`config.mk`:
```
export PLATFORM = sky130hd
export DESIGN_NAME = pdu_front
export DESIGN_NICKNAME = d
export VERILOG_FILES = /design/src/rtl/pdu_pkg.sv /design/src/rtl/pdu_front.sv
export SDC_FILE = /design/constraint.sdc
export NUM_CORES = 1
export LEC_CHECK = 0
export BUFFER_PORTS_ARGS = -buffer_cell sky130_fd_sc_hd__buf_2
export CORE_AREA = 8 8 199 201
export DETAILED_ROUTE_END_ITERATION = 7
export DIE_AREA = 0 0 207 209
export GPL_TIMING_DRIVEN = 0
export RECOVER_POWER = 100
export SKIP_LAST_GASP = 1
export SYNTH_ARGS = -nofsm -noshare
export SYNTH_HDL_FRONTEND = slang
export SYNTH_SLANG_ARGS = --single-unit
export TNS_END_PERCENT = 30
```
`constraint.sdc`:
```
create_clock -name vclk -period 3.1
set_input_delay 0 -clock vclk [all_inputs]
set_output_delay 0 -clock vclk [all_outputs]
set_load 0.02 [all_outputs]
```
`src/rtl/pdu_pkg.sv`:
```
// shared types, constants and tables of the phase difference unit
package pdu_pkg;

  localparam int CORDIC_STEPS = 24;
  localparam int DIV_STEPS    = 33;
  localparam int QUEUE_DEPTH  = 4;
  localparam int QPTR_W       = $clog2(QUEUE_DEPTH);
  localparam int QCNT_W       = $clog2(QUEUE_DEPTH + 1);
  localparam int XW           = 36;

  localparam logic [30:0] DEG_TURN = 31'd1509949440;
  localparam logic [30:0] DEG_HALF = 31'd754974720;
  localparam logic [30:0] PI_Q29   = 31'd1686629713;

  // DEG_TURN is 45 << 25; ceil(2^42 / 45) gives an exact quotient for 36-bit dividends
  localparam logic [36:0] RECIP_45 = 37'd97734366914;

  localparam logic [31:0] ATAN_TURNS [32] = '{
    32'h20000000, 32'h12E4051E, 32'h09FB385B, 32'h051111D4,
    32'h028B0D43, 32'h0145D7E1, 32'h00A2F61E, 32'h00517C55,
    32'h0028BE53, 32'h00145F2F, 32'h000A2F98, 32'h000517CC,
    32'h00028BE6, 32'h000145F3, 32'h0000A2FA, 32'h0000517D,
    32'h000028BE, 32'h0000145F, 32'h00000A30, 32'h00000518,
    32'h0000028C, 32'h00000146, 32'h000000A3, 32'h00000051,
    32'h00000029, 32'h00000014, 32'h0000000A, 32'h00000005,
    32'h00000003, 32'h00000001, 32'h00000001, 32'h00000000
  };

  typedef enum logic [1:0] {
    CMD_ZERO_CROSS = 2'd0,
    CMD_LAG        = 2'd1,
    CMD_FFT        = 2'd2,
    CMD_UNUSED     = 2'd3
  } cmd_e;

  typedef enum logic [1:0] {
    ST_OK         = 2'd0,
    ST_BAD_PERIOD = 2'd1,
    ST_BAD_BIN    = 2'd2,
    ST_ZERO_MAG   = 2'd3
  } status_e;

  typedef struct packed {
    status_e     status;
    logic        fft;
    logic        neg;
    logic [31:0] period;
    logic [31:0] aux;
  } side_t;

  typedef struct packed {
    side_t        side;
    logic [32:0]  mag;
    logic signed [32:0] xa;
    logic signed [32:0] ya;
    logic signed [32:0] xb;
    logic signed [32:0] yb;
    logic         za;
    logic         zb;
  } entry_t;

endpackage

```
`src/rtl/pdu_front.sv`:
```
// front end: classifies a measurement and prepares its operands
module pdu_front (
  input  logic [1:0]         cmd_i,
  input  logic signed [31:0] time_a_i,
  input  logic signed [31:0] time_b_i,
  input  logic signed [31:0] lag_i,
  input  logic [31:0]        period_i,
  input  logic signed [31:0] re_a_i,
  input  logic signed [31:0] im_a_i,
  input  logic signed [31:0] re_b_i,
  input  logic signed [31:0] im_b_i,
  input  logic [15:0]        bin_number_i,
  input  logic [16:0]        bin_total_i,
  output pdu_pkg::entry_t    entry_o
);

  logic               fft;
  logic signed [32:0] nd;
  logic signed [32:0] ra, ia, rb, ib;

  always_comb begin
    fft = (cmd_i != pdu_pkg::CMD_ZERO_CROSS) && (cmd_i != pdu_pkg::CMD_LAG);
    if (cmd_i == pdu_pkg::CMD_ZERO_CROSS) begin
      nd = 33'(time_a_i) - 33'(time_b_i);
    end else begin
      nd = -33'(lag_i);
    end
    ra = 33'(re_a_i);
    ia = 33'(im_a_i);
    rb = 33'(re_b_i);
    ib = 33'(im_b_i);

    entry_o.side.fft    = fft;
    entry_o.side.neg    = nd[32];
    entry_o.side.period = period_i;
    entry_o.side.aux    = '0;
    entry_o.mag         = nd[32] ? 33'(-nd) : 33'(nd);
    entry_o.za          = ra[32];
    entry_o.zb          = rb[32];
    entry_o.xa          = ra[32] ? -ra : ra;
    entry_o.ya          = ra[32] ? -ia : ia;
    entry_o.xb          = rb[32] ? -rb : rb;
    entry_o.yb          = rb[32] ? -ib : ib;

    if (!fft) begin
      entry_o.side.status = (period_i == '0) ? pdu_pkg::ST_BAD_PERIOD : pdu_pkg::ST_OK;
    end else if (17'(bin_number_i) >= bin_total_i) begin
      entry_o.side.status = pdu_pkg::ST_BAD_BIN;
    end else if ((re_a_i == '0 && im_a_i == '0) || (re_b_i == '0 && im_b_i == '0)) begin
      entry_o.side.status = pdu_pkg::ST_ZERO_MAG;
    end else begin
      entry_o.side.status = pdu_pkg::ST_OK;
    end
  end

endmodule

```
==> reports/qor_table.md <==
| Item | This run | Unit |
|---|---|---|
| Worst setup EP type | primary output | - |
| Biggest fanout along the worst timing path | 4 | - |
| Final critical delay including setup and external delays | 3394 | ps |
| GRT Resource Usage Total | 0.1980 | - |
| Initial antenna violation count | 16 | - |
| Yosys synthesis warning count | 0 | - |
| Distinct cells, synth | 77 | - |
| Chip Height | 209 | um |
| Number of top-level pins | 526 | - |
| Global route total overflow | 0 | - |
| Number of sequential cells in the layout | 0 | - |
| Max Clk Rate | 0.2947 | GHz |
| Synthesized area per cell | 6.688 | um^2 |
| Fraction of the yosys area taken by sequential cells | 0 | - |
| Global-route met2 utilization | 0.3612 | - |
| Number of optimization iterations in the first detailed-route pass | 5 | - |
| Final hold violation count | 0 | - |
| Overall die area | 43260 | um^2 |
| Met3 Use GR | 0.04325 | - |
| Area of all sequential standard cells | 0 | um^2 |
| Startpoint types | input pin | - |
| DRC marker count from the first detailed-route iteration | 783 | - |
| Worst slew pin tran | 792.7 | ps |
| Wire length of the first global-routing pass | 68010 | um |
| Reported max-cap violation count | 0 | - |
| Horizontal die dimension | 207 | um |
| Gpl congestion | 0.9475 | - |
| Share of the clock period used by the worst path | 1.095 | - |
| Post-placement setup slack | -1050 | ps |
| Cell Rows | 70 | - |
| Type of the most critical hold path | in -> out | - |
| # port buffers | 492 | - |
| Area added between synthesis and finish | 54.94 | % |
| Maximum vdd ir drop | 126.4 | uV |
| Vias in the first global route | 10900 | - |
| Required time of the critical path | 3100 | ps |
| Wirelength per Cell | 21.57 | um |
| Violations in the final reports | setup timing | - |
| Area of the mapped netlist | 7483 | um^2 |
| Result of the run | complete, but fails checks | - |
| Grt met1 use | 0.2323 | - |
| Via count of the routed design | 10750 | - |
| P per Cell Area | 208.5 | nW/um^2 |
| Static leakage | 4.964 | nW |
| RSZ-0062 raised after global routing | yes | - |
| Number of instances in the synthesized netlist | 1119 | - |
| Initial cell density of the core | 0.2064 | - |
| Global-route layer with the greatest usage | met2 | - |
| DRC | 0 | - |
| Maximum number of pins on one net before global-route repair | 11 | - |
| Type of the worst setup path | in -> out | - |
| Nets | 2031 | - |
| Pins over their slew limit | 0 | - |
| Core footprint | 36260 | um^2 |
| HPWL reported at the end of detailed placement | 40950 | um |
| Clock Buffer Count | 0 | - |
| Final Setup Violations | 35 | - |
| Tightest hold margin | 320.8 | ps |
| Remaining antenna violation count | 0 | - |
| Final cell utilization of the core | 0.3198 | - |
| Least setup slack across all paths after layout | -293.6 | ps |
| Via-to-Cell Ratio | 4.966 | - |
| Slew margin rel. | 0.4670 | - |
| Layout cells sized above 1 | 0.3428 | - |
| CP arrival | 3390 | ps |
| Wire length reported by the detailed router | 46700 | um |
| CTS Hold Bufs | 0 | - |
-- power breakdown --
group | total (mW) | switching, mW | leakage (nW) | internal [mW]
logic | 2.42 | 1.51 | 4.96 | 0.909
clock network | 0.000000606 | 0 | 0.0000887 | 0.000000606
registers | 0 | 0 | 0 | 0
total | 2.42 | 1.51 | 4.96 | 0.909
-- cells by family after synthesis --
| group | synth area share |
|---|---|
| other cells | 0.0005011 |
| simple gates | 0.2839 |
| xor+xnor | 0.2107 |
| fa+ha+maj | 0.09296 |
| mux | 0.007022 |
| compound gates | 0.2720 |
| buf+inv | 0.1329 |
-- cell type report --
type                            instances  area (um^2)
Antenna cell                           14        35.03
Fill cell                            4043        24660
Tap cell                              468        585.6
Timing Repair Buffer                  534         2686
Multi-Input combinational cell        964         7216
Buffer                                109        784.5
Inverter                               76        287.8
-- cells in the mapped netlist (25+ instances only) --
cell,number,share of area
buf_4,75,0.075
xor2_1,31,0.036
xnor2_1,149,0.17
ha_1,54,0.090
inv_1,75,0.038
clkbuf_1,27,0.014
nor3_1,25,0.017
nor2_1,74,0.037
nand2_1,93,0.047
o21ai_0,83,0.056
or3_1,30,0.025
o31ai_1,36,0.036
a21oi_1,65,0.043
-- path summary, 6_finish.rpt --
| check | from | to | slack (ps) | depth (start not counted) |
|---|---|---|---|---|
| max | time_a_i[0] | entry_o[160] | -290 | 15 |
| min | im_b_i[29] | entry_o[31] | 320 | 3 |
-- critical path, stage by stage --
cell      delay, ps
buf_6            70
inv_4            30
ha_4            150
fa_2            360
and2b_2         290
o21a_1          190
nor3_2           60
a211oi_2        250
nand4b_1        200
or4_4           600
nor4b_4         300
nor4b_4         370
a21oi_1         160
xor2_2          170
buf_4           170
-- per-layer routing --
metal,share of wire,vias to the layer above
li1,-,5113
met1,0.39,5049
met2,0.50,525
met3,0.082,65
met4,0.025,0
met5,0,-
-- cells in the final DEF (no fill, tap or decap), drive strengths merged, types with 7 or more instances in the layout --
cell	synthesis	final
nand2b	13	13
nand2	93	93
a21oi	65	65
or2	11	11
or3	30	30
o31ai	36	36
a31oi	14	14
o21a	9	9
o211ai	7	7
a21o	13	13
or4	26	26
nor4	23	23
xnor2	149	149
nor3	26	26
xor2	31	31
clkbuf	27	185
o41ai	23	23
nand4	24	24
a211oi	10	10
ha	54	54
nor2	74	74
inv	76	76
diode	0	14
o21ai	84	84
nand3	21	21
and2	8	8
conb	1	34
buf	85	458
-- through the flow --
step / power, mW / area, um^2 / cells / TNS [ps]
5_1_grt: 2.585 / 11590 / 2164 / -11420
2_1_floorplan: 1.331 / 7691 / 1152 / -13.98
3_3_place_gp: 2.204 / 10740 / 2112 / -20660
3_5_place_dp: 2.207 / 10740 / 2112 / -22130
6_report: 2.418 / 11590 / 2165 / -6214
4_1_cts: 2.365 / 11470 / 2140 / -3396
-- what timing repair did --
| item | CTS | global route |
|---|---|---|
| resized for setup | 106 | 44 |
| setup buffers | 31 | 12 |
| hold endpoints to repair | 0 | 0 |
| pin swaps | 29 | 26 |
| endpoints found under the setup margin | 36 | 37 |
(Power assumes the default switching activity.)
